==> config.mk <==
export PLATFORM = sky130hd
export DESIGN_NAME = layer_zorder_table_hit_test_core
export DESIGN_NICKNAME = d
export VERILOG_FILES = /design/src/sv/lzt_pkg.sv /design/src/sv/lzt_ram.sv /design/src/sv/lzt_ctrl.sv /design/src/sv/lzt_dp.sv /design/src/sv/layer_zorder_table_hit_test_core.sv
export SDC_FILE = /design/constraint.sdc
export NUM_CORES = 2
export LEC_CHECK = 0
export ABC_AREA = 1
export ABC_CLOCK_PERIOD_IN_PS = 9000
export BUFFER_PORTS_ARGS = -buffer_cell sky130_fd_sc_hd__buf_2
export CORE_MARGIN = 2
export CORE_UTILIZATION = 55
export CTS_BUF_LIST = sky130_fd_sc_hd__clkbuf_4
export CTS_CLUSTER_DIAMETER = 100
export DETAILED_ROUTE_END_ITERATION = 10
export PLACE_DENSITY = 0.71
export SYNTH_ARGS = -nofsm -noshare
export SYNTH_HDL_FRONTEND = slang
export SYNTH_SLANG_ARGS = --single-unit
==> constraint.sdc <==
create_clock -name clk -period 9 [get_ports clk]
set_input_delay 0.45 -clock clk [delete_from_list [all_inputs] [get_ports clk]]
set_output_delay 0.45 -clock clk [all_outputs]
set_load 0.02 [all_outputs]
==> src/sv/lzt_pkg.sv <==
// ----------------------------------------------------------------------------
// lzt_pkg
// Shared types and constants for the layer z-order table with hit test.
// ----------------------------------------------------------------------------
package lzt_pkg;

    // Fixed field widths of the stream items
    localparam int ID_W        = 6;
    localparam int IN_COORD_W  = 16;
    localparam int SIZE_W      = 16;
    localparam int TH_W        = 8;
    localparam int SH_W        = 7;
    localparam int IN_TDATA_W  = 88;
    localparam int OUT_TDATA_W = 16;

    // Operation codes
    typedef enum logic [2:0] {
        FUNC_NEW        = 3'd0,
        FUNC_SIZE       = 3'd1,
        FUNC_MOVE_ABS   = 3'd2,
        FUNC_MOVE_REL   = 3'd3,
        FUNC_SET_HEIGHT = 3'd4,
        FUNC_HIT        = 3'd5,
        FUNC_GET_HEIGHT = 3'd6
    } func_t;

    // Result status codes
    typedef enum logic [1:0] {
        ST_OK      = 2'd0,
        ST_UNKNOWN = 2'd1,
        ST_FULL    = 2'd2
    } status_t;

    // Kinds of walk over the stack
    typedef enum logic [1:0] {
        SCAN_FIND   = 2'd0,
        SCAN_REMOVE = 2'd1,
        SCAN_INSERT = 2'd2,
        SCAN_HIT    = 2'd3
    } scan_mode_t;

    // Input item; the last declared field, func, sits in the lowest bits
    typedef struct packed {
        logic [ID_W-1:0]              skip_id;
        logic signed [TH_W-1:0]       target_height;
        logic [SIZE_W-1:0]            size_h;
        logic [SIZE_W-1:0]            size_w;
        logic signed [IN_COORD_W-1:0] coord_y;
        logic signed [IN_COORD_W-1:0] coord_x;
        logic [ID_W-1:0]              tgt_id;
        func_t                        func;
    } lzt_item_t;

    // Result item; the last declared field, status, sits in the lowest bits
    typedef struct packed {
        logic signed [SH_W-1:0] stack_height;
        logic [ID_W-1:0]        result_id;
        status_t                status;
    } lzt_result_t;

    // Commands from the controller to the datapath
    typedef struct packed {
        logic       capture;
        logic       attr_new;
        logic       attr_upd;
        logic       id_inc;
        logic       rid_new;
        logic       set_status;
        status_t    status_val;
        logic       height_neg;
        logic       height_find;
        logic       scan_start;
        logic       scan_run;
        scan_mode_t mode;
        logic       h_load;
        logic       len_dec;
        logic       ins_put;
        logic       out_load;
    } lzt_cmd_t;

    // Status from the datapath to the controller
    typedef struct packed {
        func_t func;
        logic  known;
        logic  full;
        logic  th_neg;
        logic  found;
        logic  scan_end;
        logic  out_free;
    } lzt_stat_t;

endpackage

==> src/sv/lzt_ram.sv <==
// ----------------------------------------------------------------------------
// lzt_ram
// Generic single-write, single-read RAM with a registered read port.
// ----------------------------------------------------------------------------
module lzt_ram #(
    parameter int WIDTH = 8,
    parameter int DEPTH = 32
) (
    input  logic                     clk,
    input  logic                     we,
    input  logic [$clog2(DEPTH)-1:0] waddr,
    input  logic [WIDTH-1:0]         wdata,
    input  logic [$clog2(DEPTH)-1:0] raddr,
    output logic [WIDTH-1:0]         rdata
);

    logic [WIDTH-1:0] mem [DEPTH];

    // Write port and registered read
    always_ff @(posedge clk)
    begin
        if (we)
        begin
            mem[waddr] <= wdata;
        end
        rdata <= mem[raddr];
    end

endmodule

==> src/sv/lzt_ctrl.sv <==
// ----------------------------------------------------------------------------
// lzt_ctrl
// Operation sequencer: decodes each beat and steps the datapath through it.
// ----------------------------------------------------------------------------
module lzt_ctrl
    import lzt_pkg::*;
(
    input  logic      clk,
    input  logic      rst_n,
    input  logic      in_valid,
    output logic      in_ready,
    input  lzt_stat_t stat,
    output lzt_cmd_t  cmd
);

    typedef enum logic [7:0] {
        S_IDLE     = 8'b0000_0001,
        S_DISPATCH = 8'b0000_0010,
        S_ATTR_WR  = 8'b0000_0100,
        S_FIND     = 8'b0000_1000,
        S_REMOVE   = 8'b0001_0000,
        S_INSERT   = 8'b0010_0000,
        S_HIT      = 8'b0100_0000,
        S_DONE     = 8'b1000_0000
    } state_t;

    state_t state_reg;
    state_t state_next;

    // Next state and command decode
    always_comb
    begin
        state_next = state_reg;
        cmd        = '0;
        in_ready   = 1'b0;
        case (state_reg)
            S_IDLE:
            begin
                in_ready = 1'b1;
                if (in_valid)
                begin
                    cmd.capture = 1'b1;
                    state_next  = S_DISPATCH;
                end
            end
            S_DISPATCH:
            begin
                case (stat.func)
                    FUNC_NEW:
                    begin
                        if (stat.full)
                        begin
                            cmd.set_status = 1'b1;
                            cmd.status_val = ST_FULL;
                        end
                        else
                        begin
                            cmd.attr_new = 1'b1;
                            cmd.id_inc   = 1'b1;
                            cmd.rid_new  = 1'b1;
                        end
                        state_next = S_DONE;
                    end
                    FUNC_SIZE, FUNC_MOVE_ABS, FUNC_MOVE_REL:
                    begin
                        if (!stat.known)
                        begin
                            cmd.set_status = 1'b1;
                            cmd.status_val = ST_UNKNOWN;
                            state_next     = S_DONE;
                        end
                        else
                        begin
                            state_next = S_ATTR_WR;
                        end
                    end
                    FUNC_SET_HEIGHT, FUNC_GET_HEIGHT:
                    begin
                        if (!stat.known)
                        begin
                            cmd.set_status = 1'b1;
                            cmd.status_val = ST_UNKNOWN;
                            cmd.height_neg = (stat.func == FUNC_GET_HEIGHT);
                            state_next     = S_DONE;
                        end
                        else
                        begin
                            cmd.scan_start = 1'b1;
                            cmd.mode       = SCAN_FIND;
                            state_next     = S_FIND;
                        end
                    end
                    FUNC_HIT:
                    begin
                        cmd.scan_start = 1'b1;
                        cmd.mode       = SCAN_HIT;
                        state_next     = S_HIT;
                    end
                    default:
                    begin
                        state_next = S_DONE;
                    end
                endcase
            end
            S_ATTR_WR:
            begin
                cmd.attr_upd = 1'b1;
                state_next   = S_DONE;
            end
            S_FIND:
            begin
                if (!stat.scan_end)
                begin
                    cmd.scan_run = 1'b1;
                end
                else if (stat.func == FUNC_GET_HEIGHT)
                begin
                    cmd.height_find = 1'b1;
                    state_next      = S_DONE;
                end
                else if (stat.th_neg)
                begin
                    if (stat.found)
                    begin
                        cmd.scan_start = 1'b1;
                        cmd.mode       = SCAN_REMOVE;
                        state_next     = S_REMOVE;
                    end
                    else
                    begin
                        state_next = S_DONE;
                    end
                end
                else
                begin
                    cmd.h_load     = 1'b1;
                    cmd.scan_start = 1'b1;
                    if (stat.found)
                    begin
                        cmd.mode   = SCAN_REMOVE;
                        state_next = S_REMOVE;
                    end
                    else
                    begin
                        cmd.mode   = SCAN_INSERT;
                        state_next = S_INSERT;
                    end
                end
            end
            S_REMOVE:
            begin
                if (!stat.scan_end)
                begin
                    cmd.scan_run = 1'b1;
                end
                else
                begin
                    cmd.len_dec = 1'b1;
                    if (stat.th_neg)
                    begin
                        state_next = S_DONE;
                    end
                    else
                    begin
                        cmd.scan_start = 1'b1;
                        cmd.mode       = SCAN_INSERT;
                        state_next     = S_INSERT;
                    end
                end
            end
            S_INSERT:
            begin
                if (!stat.scan_end)
                begin
                    cmd.scan_run = 1'b1;
                end
                else
                begin
                    cmd.ins_put = 1'b1;
                    state_next  = S_DONE;
                end
            end
            S_HIT:
            begin
                if (!stat.scan_end)
                begin
                    cmd.scan_run = 1'b1;
                end
                else
                begin
                    state_next = S_DONE;
                end
            end
            S_DONE:
            begin
                if (stat.out_free)
                begin
                    cmd.out_load = 1'b1;
                    state_next   = S_IDLE;
                end
            end
            default:
            begin
                state_next = S_IDLE;
            end
        endcase
    end

    // State register
    always_ff @(posedge clk or negedge rst_n)
    begin
        if (!rst_n)
        begin
            state_reg <= S_IDLE;
        end
        else
        begin
            state_reg <= state_next;
        end
    end

endmodule

==> src/sv/lzt_dp.sv <==
// ----------------------------------------------------------------------------
// lzt_dp
// Datapath: layer attribute RAM, stack RAM, stack walker, hit comparator and
// the result and output registers.
// ----------------------------------------------------------------------------
module lzt_dp
    import lzt_pkg::*;
#(
    parameter int MAX_LAYERS = 32,
    parameter int COORD_BITS = 16
) (
    input  logic        clk,
    input  logic        rst_n,
    input  lzt_item_t   item,
    input  lzt_cmd_t    cmd,
    output lzt_stat_t   stat,
    input  logic        out_ready,
    output logic        out_valid,
    output lzt_result_t out_data
);

    localparam int IDX_W   = $clog2(MAX_LAYERS);
    localparam int CNT_W   = $clog2(MAX_LAYERS + 1);
    localparam int Y_LO    = COORD_BITS;
    localparam int W_LO    = 2 * COORD_BITS;
    localparam int H_LO    = W_LO + SIZE_W;
    localparam int WIN_BIT = H_LO + SIZE_W;
    localparam int ATTR_W  = WIN_BIT + 1;
    localparam int CMP_W   = ((COORD_BITS > IN_COORD_W) ? COORD_BITS : IN_COORD_W) + 2;

    lzt_item_t         item_reg;
    logic [CNT_W-1:0]  next_id_reg, next_id_next;
    logic [CNT_W-1:0]  len_reg, len_next;
    logic [CNT_W-1:0]  ptr_reg, ptr_next;
    logic [CNT_W-1:0]  h_reg;
    scan_mode_t        mode_reg;
    logic              p1_vld_reg, p1_vld_next;
    logic [IDX_W-1:0]  p1_idx_reg;
    logic              p2_vld_reg, p2_vld_next;
    logic [ID_W-1:0]   p2_lid_reg;
    logic              found_reg, found_next;
    logic [IDX_W-1:0]  old_reg;
    lzt_result_t       res_reg, res_next;
    logic              out_valid_reg, out_valid_next;
    lzt_result_t       out_reg;

    logic [ID_W-1:0]   id_m1;
    logic [IDX_W-1:0]  k_idx;
    logic              scan_up;
    logic [CNT_W-1:0]  lim;
    logic [CNT_W-1:0]  ptr_m1;
    logic              issue;
    logic [IDX_W-1:0]  issue_idx;
    logic              scan_idle;
    logic              find_hit;

    logic              stk_we;
    logic [IDX_W-1:0]  stk_waddr;
    logic [ID_W-1:0]   stk_wdata;
    logic [ID_W-1:0]   stk_rdata;

    logic [ID_W-1:0]   lid_m1;
    logic              lid_ok;
    logic              attr_we;
    logic [IDX_W-1:0]  attr_waddr;
    logic [IDX_W-1:0]  attr_raddr;
    logic [ATTR_W-1:0] attr_wdata;
    logic [ATTR_W-1:0] attr_rdata;
    logic [ATTR_W-1:0] upd_word;

    logic [COORD_BITS-1:0] rd_x, rd_y;
    logic signed [CMP_W-1:0] x0, y0, x1, y1, px, py;
    logic              holds;

    logic [TH_W-1:0]   th_u;
    logic [CNT_W-1:0]  h_clamp, h_fix;

    // Item decode
    assign id_m1 = item_reg.tgt_id - ID_W'(1);
    assign k_idx = id_m1[IDX_W-1:0];
    assign stat.func   = item_reg.func;
    assign stat.known  = (item_reg.tgt_id != '0) &&
                         (item_reg.tgt_id <= ID_W'(next_id_reg));
    assign stat.full   = (next_id_reg == CNT_W'(MAX_LAYERS));
    assign stat.th_neg = item_reg.target_height[TH_W-1];
    assign stat.found  = found_reg;

    // Stack walker: upward for find and remove, downward for insert and hit
    assign scan_up   = (mode_reg == SCAN_FIND) || (mode_reg == SCAN_REMOVE);
    assign lim       = (mode_reg == SCAN_INSERT) ? h_reg : '0;
    assign ptr_m1    = ptr_reg - CNT_W'(1);
    assign issue     = scan_up ? (ptr_reg < len_reg) : (ptr_reg > lim);
    assign issue_idx = scan_up ? ptr_reg[IDX_W-1:0] : ptr_m1[IDX_W-1:0];
    assign scan_idle = !issue && !p1_vld_reg && !p2_vld_reg;
    assign stat.scan_end = scan_idle ||
        (((mode_reg == SCAN_FIND) || (mode_reg == SCAN_HIT)) && found_reg);
    assign find_hit  = cmd.scan_run && (mode_reg == SCAN_FIND) && p1_vld_reg &&
                       (stk_rdata == item_reg.tgt_id);

    // Stack writes: shift one slot per beat of the walk, or place the layer
    always_comb
    begin
        stk_we    = 1'b0;
        stk_waddr = p1_idx_reg;
        stk_wdata = stk_rdata;
        if (cmd.ins_put)
        begin
            stk_we    = 1'b1;
            stk_waddr = h_reg[IDX_W-1:0];
            stk_wdata = item_reg.tgt_id;
        end
        else if (cmd.scan_run && p1_vld_reg && (mode_reg == SCAN_REMOVE))
        begin
            stk_we    = 1'b1;
            stk_waddr = p1_idx_reg - IDX_W'(1);
        end
        else if (cmd.scan_run && p1_vld_reg && (mode_reg == SCAN_INSERT))
        begin
            stk_we    = 1'b1;
            stk_waddr = p1_idx_reg + IDX_W'(1);
        end
    end

    lzt_ram #(
        .WIDTH (ID_W),
        .DEPTH (MAX_LAYERS)
    ) u_stack_ram (
        .clk   (clk),
        .we    (stk_we),
        .waddr (stk_waddr),
        .wdata (stk_wdata),
        .raddr (issue_idx),
        .rdata (stk_rdata)
    );

    // Attribute reads: the target layer, or the stack entry during a hit test
    assign lid_m1     = stk_rdata - ID_W'(1);
    assign lid_ok     = (stk_rdata != item_reg.skip_id) && (stk_rdata != '0) &&
                        (stk_rdata <= ID_W'(MAX_LAYERS));
    assign attr_raddr = (item_reg.func == FUNC_HIT) ? lid_m1[IDX_W-1:0] : k_idx;

    assign rd_x = attr_rdata[COORD_BITS-1:0];
    assign rd_y = attr_rdata[Y_LO +: COORD_BITS];

    // Read-modify-write of one layer's attributes
    always_comb
    begin
        upd_word = attr_rdata;
        case (item_reg.func)
            FUNC_SIZE:
            begin
                upd_word[WIN_BIT]           = 1'b1;
                upd_word[H_LO +: SIZE_W]    = item_reg.size_h;
                upd_word[W_LO +: SIZE_W]    = item_reg.size_w;
            end
            FUNC_MOVE_ABS:
            begin
                upd_word[Y_LO +: COORD_BITS] = COORD_BITS'(item_reg.coord_y);
                upd_word[COORD_BITS-1:0]     = COORD_BITS'(item_reg.coord_x);
            end
            FUNC_MOVE_REL:
            begin
                upd_word[Y_LO +: COORD_BITS] = rd_y + COORD_BITS'(item_reg.coord_y);
                upd_word[COORD_BITS-1:0]     = rd_x + COORD_BITS'(item_reg.coord_x);
            end
            default:
            begin
                upd_word = attr_rdata;
            end
        endcase
    end

    assign attr_we    = cmd.attr_new || cmd.attr_upd;
    assign attr_waddr = cmd.attr_new ? next_id_reg[IDX_W-1:0] : k_idx;
    assign attr_wdata = cmd.attr_new ? '0 : upd_word;

    lzt_ram #(
        .WIDTH (ATTR_W),
        .DEPTH (MAX_LAYERS)
    ) u_attr_ram (
        .clk   (clk),
        .we    (attr_we),
        .waddr (attr_waddr),
        .wdata (attr_wdata),
        .raddr (attr_raddr),
        .rdata (attr_rdata)
    );

    // Window containment test, widened so that no sum overflows
    assign x0 = CMP_W'($signed(rd_x));
    assign y0 = CMP_W'($signed(rd_y));
    assign x1 = x0 + CMP_W'(attr_rdata[W_LO +: SIZE_W]);
    assign y1 = y0 + CMP_W'(attr_rdata[H_LO +: SIZE_W]);
    assign px = CMP_W'(item_reg.coord_x);
    assign py = CMP_W'(item_reg.coord_y);
    assign holds = attr_rdata[WIN_BIT] && (x0 <= px) && (px < x1) &&
                   (y0 <= py) && (py < y1);

    // Target height, clamped to the stack
    assign th_u    = item_reg.target_height;
    assign h_clamp = (th_u > TH_W'(len_reg)) ? len_reg : CNT_W'(th_u);
    assign h_fix   = (found_reg && (h_clamp == len_reg) && (h_clamp != '0)) ?
                     (h_clamp - CNT_W'(1)) : h_clamp;

    // Counters and walker next state
    always_comb
    begin
        next_id_next = cmd.id_inc ? (next_id_reg + CNT_W'(1)) : next_id_reg;

        len_next = len_reg;
        if (cmd.len_dec)
        begin
            len_next = len_reg - CNT_W'(1);
        end
        else if (cmd.ins_put)
        begin
            len_next = len_reg + CNT_W'(1);
        end

        ptr_next    = ptr_reg;
        p1_vld_next = 1'b0;
        p2_vld_next = 1'b0;
        if (cmd.scan_start)
        begin
            case (cmd.mode)
                SCAN_FIND:   ptr_next = '0;
                SCAN_REMOVE: ptr_next = CNT_W'(old_reg) + CNT_W'(1);
                SCAN_INSERT: ptr_next = len_next;
                SCAN_HIT:    ptr_next = len_reg;
                default:     ptr_next = '0;
            endcase
        end
        else if (cmd.scan_run)
        begin
            p1_vld_next = issue;
            p2_vld_next = p1_vld_reg && (mode_reg == SCAN_HIT) && lid_ok;
            if (issue)
            begin
                ptr_next = scan_up ? (ptr_reg + CNT_W'(1)) : ptr_m1;
            end
        end

        found_next = found_reg;
        if (cmd.scan_start && ((cmd.mode == SCAN_FIND) || (cmd.mode == SCAN_HIT)))
        begin
            found_next = 1'b0;
        end
        else if (find_hit)
        begin
            found_next = 1'b1;
        end
        else if (cmd.scan_run && (mode_reg == SCAN_HIT) && p2_vld_reg && holds)
        begin
            found_next = 1'b1;
        end
    end

    // Result fields
    always_comb
    begin
        res_next = res_reg;
        if (cmd.capture)
        begin
            res_next = '0;
        end
        if (cmd.set_status)
        begin
            res_next.status = cmd.status_val;
        end
        if (cmd.rid_new)
        begin
            res_next.result_id = ID_W'(next_id_reg + CNT_W'(1));
        end
        if (cmd.height_neg)
        begin
            res_next.stack_height = '1;
        end
        if (cmd.height_find)
        begin
            res_next.stack_height = found_reg ? SH_W'(old_reg) : '1;
        end
        if (cmd.scan_run && (mode_reg == SCAN_HIT) && p2_vld_reg && holds && !found_reg)
        begin
            res_next.result_id = p2_lid_reg;
        end
    end

    // Output register
    assign out_valid_next = cmd.out_load ? 1'b1 : (out_ready ? 1'b0 : out_valid_reg);
    assign stat.out_free  = !out_valid_reg || out_ready;
    assign out_valid      = out_valid_reg;
    assign out_data       = out_reg;

    // Control registers
    always_ff @(posedge clk or negedge rst_n)
    begin
        if (!rst_n)
        begin
            next_id_reg   <= '0;
            len_reg       <= '0;
            ptr_reg       <= '0;
            mode_reg      <= SCAN_FIND;
            p1_vld_reg    <= 1'b0;
            p2_vld_reg    <= 1'b0;
            found_reg     <= 1'b0;
            out_valid_reg <= 1'b0;
        end
        else
        begin
            next_id_reg   <= next_id_next;
            len_reg       <= len_next;
            ptr_reg       <= ptr_next;
            p1_vld_reg    <= p1_vld_next;
            p2_vld_reg    <= p2_vld_next;
            found_reg     <= found_next;
            out_valid_reg <= out_valid_next;
            if (cmd.scan_start)
            begin
                mode_reg <= cmd.mode;
            end
        end
    end

    // Payload registers
    always_ff @(posedge clk)
    begin
        if (cmd.capture)
        begin
            item_reg <= item;
        end
        if (cmd.h_load)
        begin
            h_reg <= h_fix;
        end
        if (find_hit)
        begin
            old_reg <= p1_idx_reg;
        end
        if (cmd.out_load)
        begin
            out_reg <= res_reg;
        end
        p1_idx_reg <= issue_idx;
        p2_lid_reg <= stk_rdata;
        res_reg    <= res_next;
    end

    // Shown layers are always a subset of the created ones
    a_len_le_ids: assert property (@(posedge clk) disable iff (!rst_n)
        len_reg <= next_id_reg)
        else $error("stack longer than the number of created layers");

    a_next_id_max: assert property (@(posedge clk) disable iff (!rst_n)
        next_id_reg <= CNT_W'(MAX_LAYERS))
        else $error("layer id counter past the table size");

    a_p2_hit: assert property (@(posedge clk) disable iff (!rst_n)
        p2_vld_reg |-> (item_reg.func == FUNC_HIT))
        else $error("attribute compare stage live outside a hit test");

    a_ins_room: assert property (@(posedge clk) disable iff (!rst_n)
        cmd.ins_put |-> (len_reg < CNT_W'(MAX_LAYERS)))
        else $error("insert into a full stack");

endmodule

==> src/sv/layer_zorder_table_hit_test_core.sv <==
// ----------------------------------------------------------------------------
// layer_zorder_table_hit_test_core
// Layer table with a bottom-to-top z-order stack and a point hit test.
// ----------------------------------------------------------------------------
//  Channel   Direction  Beat contents
//  s_axis    in         one operation: func, layer id, coordinates, size,
//                       target height, skip id
//  m_axis    out        one result: status, result id, stack height
//
//  Create, unknown id and the unused code go straight to the result; set size
//  and moves add an attribute write. Get height and hit test walk the stack,
//  and set height walks it to find the layer, then to remove and insert it:
//  every stack walk goes through the single read port of the stack RAM, one
//  slot per cycle. Reset clears the id counter and the stack length; the RAMs
//  need no clearing. A new beat is taken while the previous result still
//  waits in the output register.
// ----------------------------------------------------------------------------
module layer_zorder_table_hit_test_core
    import lzt_pkg::*;
#(
    parameter int MAX_LAYERS = 32,
    parameter int COORD_BITS = 16
) (
    input  logic                   clk,
    input  logic                   rst_n,
    input  logic                   s_tvalid,
    output logic                   s_tready,
    // func[2:0], tgt_id[8:3], coord_x[24:9], coord_y[40:25], size_w[56:41],
    // size_h[72:57], target_height[80:73], skip_id[86:81], zero pad[87]
    input  logic [IN_TDATA_W-1:0]  s_tdata,
    output logic                   m_tvalid,
    input  logic                   m_tready,
    // status[1:0], result_id[7:2], stack_height[14:8], zero pad[15]
    output logic [OUT_TDATA_W-1:0] m_tdata
);

    localparam int ITEM_W = $bits(lzt_item_t);
    localparam int RES_W  = $bits(lzt_result_t);

    lzt_item_t   item;
    lzt_cmd_t    cmd;
    lzt_stat_t   stat;
    lzt_result_t res;

    assign item    = s_tdata[ITEM_W-1:0];
    assign m_tdata = OUT_TDATA_W'({1'b0, res[RES_W-1:0]});

    // Sequencer
    lzt_ctrl u_ctrl (
        .clk      (clk),
        .rst_n    (rst_n),
        .in_valid (s_tvalid),
        .in_ready (s_tready),
        .stat     (stat),
        .cmd      (cmd)
    );

    // Tables, stack walker and output register
    lzt_dp #(
        .MAX_LAYERS (MAX_LAYERS),
        .COORD_BITS (COORD_BITS)
    ) u_dp (
        .clk       (clk),
        .rst_n     (rst_n),
        .item      (item),
        .cmd       (cmd),
        .stat      (stat),
        .out_ready (m_tready),
        .out_valid (m_tvalid),
        .out_data  (res)
    );

endmodule

Word level (Yosys, flattened, before mapping)
Memory sizes are Yosys's and may differ from the RTL's. A register that Yosys moved wholly into a read port is not among the register bits.
Cells that the tools add are included.
{ "word_totals": {"reg_bits": 171, "input_bits": 92, "memories": 2, "output_inout_bits": 18, "word_cells": 238, "ramBits": 2272, "romBits": 0, "latchBits": 0} }
{ "mem_list": {"columns": ["memory", "words", "word_bits", "read_ports", "rd_clocked_by_memory_dff", "wr", "line_no", "text"], "rows": [
  ["u_dp.u_attr_ram.mem", 32, 65, 1, 1, 1, "lzt_ram.sv:17", "logic [WIDTH-1:0] mem [DEPTH];"],
  ["u_dp.u_stack_ram.mem", 32, 6, 1, 1, 1, "lzt_ram.sv:17", null]
]} }
{ "classes": {"magnitude_cmp": 9, "n_reduce_logical": 55, "bitwise_logic": 0, "addsub": 15, "multipliers": 0, "shifts": 0, "n_div": 0, "eq_ne": 29, "muxes": 101} }
{ "ops": {"columns": ["operator", "count"], "rows": [
  ["$mux 8", 11],
  ["$mux 6", 14],
  ["$mux 65", 1],
  ["$pmux 32 s2", 1],
  ["$pmux 8 s7", 1],
  ["$mux 1", 42],
  ["$add 16x17->18", 2],
  ["$lt 16x18->1", 2],
  ["$mux 33", 1],
  ["$add 16x16->16", 2],
  ["$le 16x16->1", 2],
  ["$mux 5", 6],
  ["$logic_and 1x1->1", 25],
  ["$pmux 6 s4", 1],
  ["$pmux 8 s3", 1],
  ["$mux 7", 3],
  ["$add 6x1->6 const B", 3],
  ["$mux 2", 9],
  ["$reduce_bool 6->1", 3],
  ["$sub 6x1->6 const B", 3],
  ["$mux 15", 1],
  ["$sub 5x1->5 const B", 3],
  ["$eq 6x6->1", 2],
  ["$mux 3", 4],
  ["other kinds (40)", 66]
]} }

Depth between registers and ports, before layout
{ "logic_depth": {"depth_word": 17, "ltp_mapped": 27, "mapped_depth_nobuf": 26} }

Hierarchy
Synthesis repeated with hierarchy kept, for this count alone.
{ "unflattened": {"cells_unflattened": 9424, "area_unflattened_um2": 107094.0} }
{ "modules_own_cells": {"columns": ["mod", "instances", "cells_per_inst", "area_per_inst_um2", "seq_area_each_um2"], "rows": [
  ["lzt_ram (u_dp.u_attr_ram)", 1, 6866, 84659.9, 63761.2],
  ["lzt_dp", 1, 1725, 13561.8, 4604.4],
  ["lzt_ram (u_dp.u_stack_ram)", 1, 704, 8077.7, 5885.6],
  ["lzt_ctrl", 1, 127, 783.3, 201.4],
  ["layer_zorder_table_hit_test_core", 1, 2, 11.3, 0.0]
]} }

Worst setup path after synthesis
Ideal clock, no wire load.
{ "synth_timing": {"kind": "reg-to-reg", "from": "reg u_ctrl.state_reg[4]", "to": "mem u_dp.u_attr_ram.mem[10][0] (netlist bit) (enable)", "period_less_slack_ns": 4.989, "arrival_ns": 4.500, "required_time_ns": 8.511, "stages_incl_launch_ff": 11, "setup_ns": 0.489, "path_slack_ns": 4.011, "path_buffers": 1, "cell_sequence": "dfrtp_1 > nor2_1 > nand2_1 > nor4_4 > nand3_1 > inv_1 > buf_2 > a21oi_1 > inv_1 > nand2_1 > nor2_1"} }
{ "synth_between": {"elab_chain_len": 5, "word_cells_on_any_way": 8, "cone_classes": "eq/ne (2); mux (5); reduce/logical (1)"} }
{ "synth_lines": {"columns": ["item", "line_no", "text"], "rows": [
  ["start, declared", "lzt_ctrl.sv:27", "state_t state_reg;"],
  ["start signal, assigned", "lzt_ctrl.sv:218", "state_reg <= state_next;"],
  ["$eq 8x2->1 / $eq 8x3->1 (equally long branches)", "lzt_ctrl.sv:36", "case (state_reg)"],
  ["$mux 1", "lzt_ctrl.sv:36", null],
  ["$logic_or 1x1->1", "lzt_dp.sv:173", "assign attr_we = cmd.attr_new || cmd.attr_upd;"],
  ["$mux 1", "lzt_ram.sv:22", "if (we)"],
  ["$mux 1 (not written as such)", "lzt_ram.sv:24", "mem[waddr] <= wdata;"],
  ["end, declared", "lzt_ram.sv:17", null]
]} }
Several ways; a longest one is shown, not always the timed one.

Worst setup path after layout
{ "layout_timing": {"from": "reg u_dp.item_reg (netlist bit u_dp.stat[6])", "to": "mem u_dp.u_attr_ram.mem[28][55] (netlist bit) (enable)"} }
{ "layout_between": {"elab_chain_len": 6, "word_cells_on_any_way": 7, "cone_classes": "mux (5); reduce/logical (2)"} }
{ "layout_lines": {"columns": ["item", "line_no", "text"], "rows": [
  ["start, declared", "lzt_dp.sv:31", "lzt_item_t item_reg;"],
  ["start signal, assigned", "lzt_dp.sv:329", "item_reg <= item;"],
  ["$logic_not 3->1 (*)", "lzt_ctrl.sv:48", "case (stat.func)"],
  ["$mux 1 (*)", "lzt_ctrl.sv:48", null],
  ["$mux 1 (*)", "lzt_ctrl.sv:36", null],
  ["$logic_or 1x1->1", "lzt_dp.sv:173", null],
  ["$mux 1", "lzt_ram.sv:22", null],
  ["$mux 1 (not written as such)", "lzt_ram.sv:24", null]
]} }
Mark *: on every way between the ends. The rest lies on a longest branch, timed or not.

==> flow_summary.ini <==
[cts]
numCtsBuffers = 640
clk_latency_ns = 1.44
path_clk_slew_ns = 0.06
ctsHoldBuffers = 182
cts_tree = done
root_buffer = clkbuf_4
clk_path_buf_depth = 4
clock-sinks = 2512
post-cts-setup-buffers = 0
cts_resized = 0
cts.htree.levels = 6

[synth]
synth_cells = 8639
synth.cell_area_sq_mm = 0.1043
synth_flop_cell = edfxtp_1
synth-edff-count = 2398
ys_seq_elements = 2512
async_flop_share = 0.01274
syn_area_per_cell_sq_um = 12.07
seq_area_frac_synth = 0.7138
synth_fp_nets = 8911
synth_cell_types = 59
yosysWarnings = 0

[job]
cap_violations = 0

[hold_path]
hp-start = s_tvalid
hold_class = input pin to flip-flop

[detailed_routing]
wl_per_cell_microns = 24.15
drt-total-wl_microns = 293200
first_pass_iters = 6
vias = 73910
wl_met1_microns = 111900
drc = 0
wl_met2_microns = 136800
dr.max_layer_used = met5
drt_iter0_drc = 9367
route.met3.wl_microns = 32200
viasPerCell = 6.089
antenna_left = 0

[timing]
maxSlewHeadroom = 0.07999
fin_crit_ns = 5.906
slew_violations = 0
fmax_ghz = 0.1693
setup_viol = 0
clock-skew-final_ns = 0.1163
rsz0062_at_grt = false
hold_viol_final = 0
fin_tns_setup_ns = 0
fin_crit_sh = 0.6563
worst_slew_pin_slew_ns = 1.380

[floorplan]
dieArea_sq_mm = 0.1932
fp-row-count = 159
die_x_microns = 439.5
start_util = 0.5543
io_pins = 110
coreArea_sq_mm = 0.1882
die_y_microns = 439.5

[critical_path]
cp_cell_sequence = buf_4, nor2_1, inv_1, nor2_1, nand3_1, inv_2, buf_4, nand2_1, o21ai_1, nand2_1, nor2_4, buf_4
critical_path.max_stage_delay_ns = 0.95
path_class = flip-flop to flip-flop
cp_common_cell = buf_4
crit_fanout = 37
worst_setup_path_start_kind = flip-flop
slowest_stage = nor2_4
reg2reg_from = u_dp.stat[6]$_DFFE_PP_
end_kind = flip-flop
setup.worst_path.start = u_dp.stat[6]$_DFFE_PP_
crit_arrival_ns = 6.87
cp.required_ns = 9.97

[global_route]
grt_pass1_wl_microns = 433700
grt_pass1_vias = 71643
grt_util_all_layers = 0.2988
grt_max_degree = 231
globalRoute.totalOverflow = 0
antenna_found_initial = 13

[finish]
largest_reg_flops = 2080
final_common_cell = edfxtp_1
drive_above_1_share = 0.1434
final_cell_mix = edfxtp_1, nor2_1, o21ai_0
utilization = 0.6246
area_growth_pct = 12.69
nNetsFinal = 9471

[outcome]
status = completed

[power_and_ir_drop]
powerDensity_mw_per_mm2 = 339.0
ir_drop_mv = 0.2451
leakage_nw = 41.22

[placed_design]
port_buffers = 107
place.gp.congestion = 0.9019
dp_hpwl_microns = 149900
power breakdown:
| group | internal, W | total [W] | leakage, nW | switching [W] |
|---|---|---|---|---|
| logic | 0.00404 | 0.0145 | 13.7 | 0.0104 |
| clock network | 0.00509 | 0.00957 | 4.74 | 0.00448 |
| registers | 0.0151 | 0.0158 | 22.8 | 0.000676 |
| total | 0.0243 | 0.0398 | 41.2 | 0.0156 |
layout make-up:
class | instances | area (sq um)
timing repair buffer | 437 | 3729
antenna | 12 | 30.03
inverter | 261 | 1013
sequential | 2512 | 74450
multi-input combinational | 5347 | 27300
clock inverter | 142 | 898.4
clock buffer | 933 | 7004
fill | 14390 | 70650
tap | 2495 | 3122
worst max-delay path, delay by kind of cell (launching register included):
family,cells,cell delay [ns]
buf+inv,5,2.24
compound gates,1,0.32
flops,1,0.35
simple gates,6,2.49
layer usage:
layer / vias up / global-route usage
li1: 33016 / -
met1: 35783 / 0.4004
met2: 4351 / 0.4711
met3: 748 / 0.06251
met4: 12 / 0.1388
met5: - / 0
through the flow:
stage | instances | cell area [sq um] | hold WS (ns) | power (W) | setup slack, ns
floorplan | 8639 | 104300 | 0.1544 | 0.02528 | 4.011
global placement | 10870 | 107800 | 0.4101 | 0.02979 | 3.280
detailed placement | 10870 | 107800 | 0.4072 | 0.03014 | 3.194
global route | 12137 | 117500 | 0.08269 | 0.04204 | 2.967
CTS | 12127 | 117500 | 0.03207 | 0.03974 | 3.186
finish | 12139 | 117500 | 0.1823 | 0.03984 | 3.094
cells in the mapped netlist (9+ instances only):
library cell	instances	area (sq um)
buf_1	13	48.80
dfxtp_1	82	1642
clkbuf_1	341	1280
a21o_1	9	67.56
nand3_1	346	1732
buf_2	150	750.7
o221ai_1	21	183.9
o21ai_1	141	705.7
ha_1	176	2202
o22ai_1	556	3478
o211ai_1	60	450.4
nand4_1	55	344.1
a31oi_1	38	237.7
or2_2	15	93.84
nor3_1	18	90.09
inv_2	10	37.54
xor2_1	41	359.1
a21oi_1	159	795.8
edfxtp_1	2398	72010
dfrtp_1	31	775.7
inv_1	247	927.1
nor2_1	1347	5056
xnor2_1	21	183.9
nand2_1	1102	4136
o21ai_0	1153	5771
nor4_1	10	62.56
buf_4	13	97.59
cell families after synthesis:
group / count (synthesis) / share of synthesized area
AOI/OAI and AO/OA: 2182 / 0.1158
adders and majority gates: 180 / 0.02188
xor gates and xnor gates: 62 / 0.005206
buffers and inverters: 780 / 0.03048
and+or+nand+nor: 2922 / 0.1129
DFF: 2512 / 0.7138
other: 1 / 0.00003595
final timing paths:
kind | to | slack [ns] | depth (start not counted)
min in group asynchronous | u_ctrl.state_reg[0]$_DFFE_PN1P_ | 0.23 | 3
hold reg to reg | u_dp.out_data[8]$_DFFE_PP_ | 0.42 | 0
setup reg to reg | u_dp.u_attr_ram.mem[28][55]$_DFFE_PP_ | 3.09 | 12
setup / recovery | u_dp.u_attr_ram.mem[28][55]$_DFFE_PP_ | 3.09 | 12
hold / removal | u_ctrl.state_reg[1]$_DFFE_PN0P_ | 0.18 | 4
max in group asynchronous | u_ctrl.state_reg[3]$_DFFE_PN0P_ | 8.54 | 4
(Power assumes the default switching activity.)
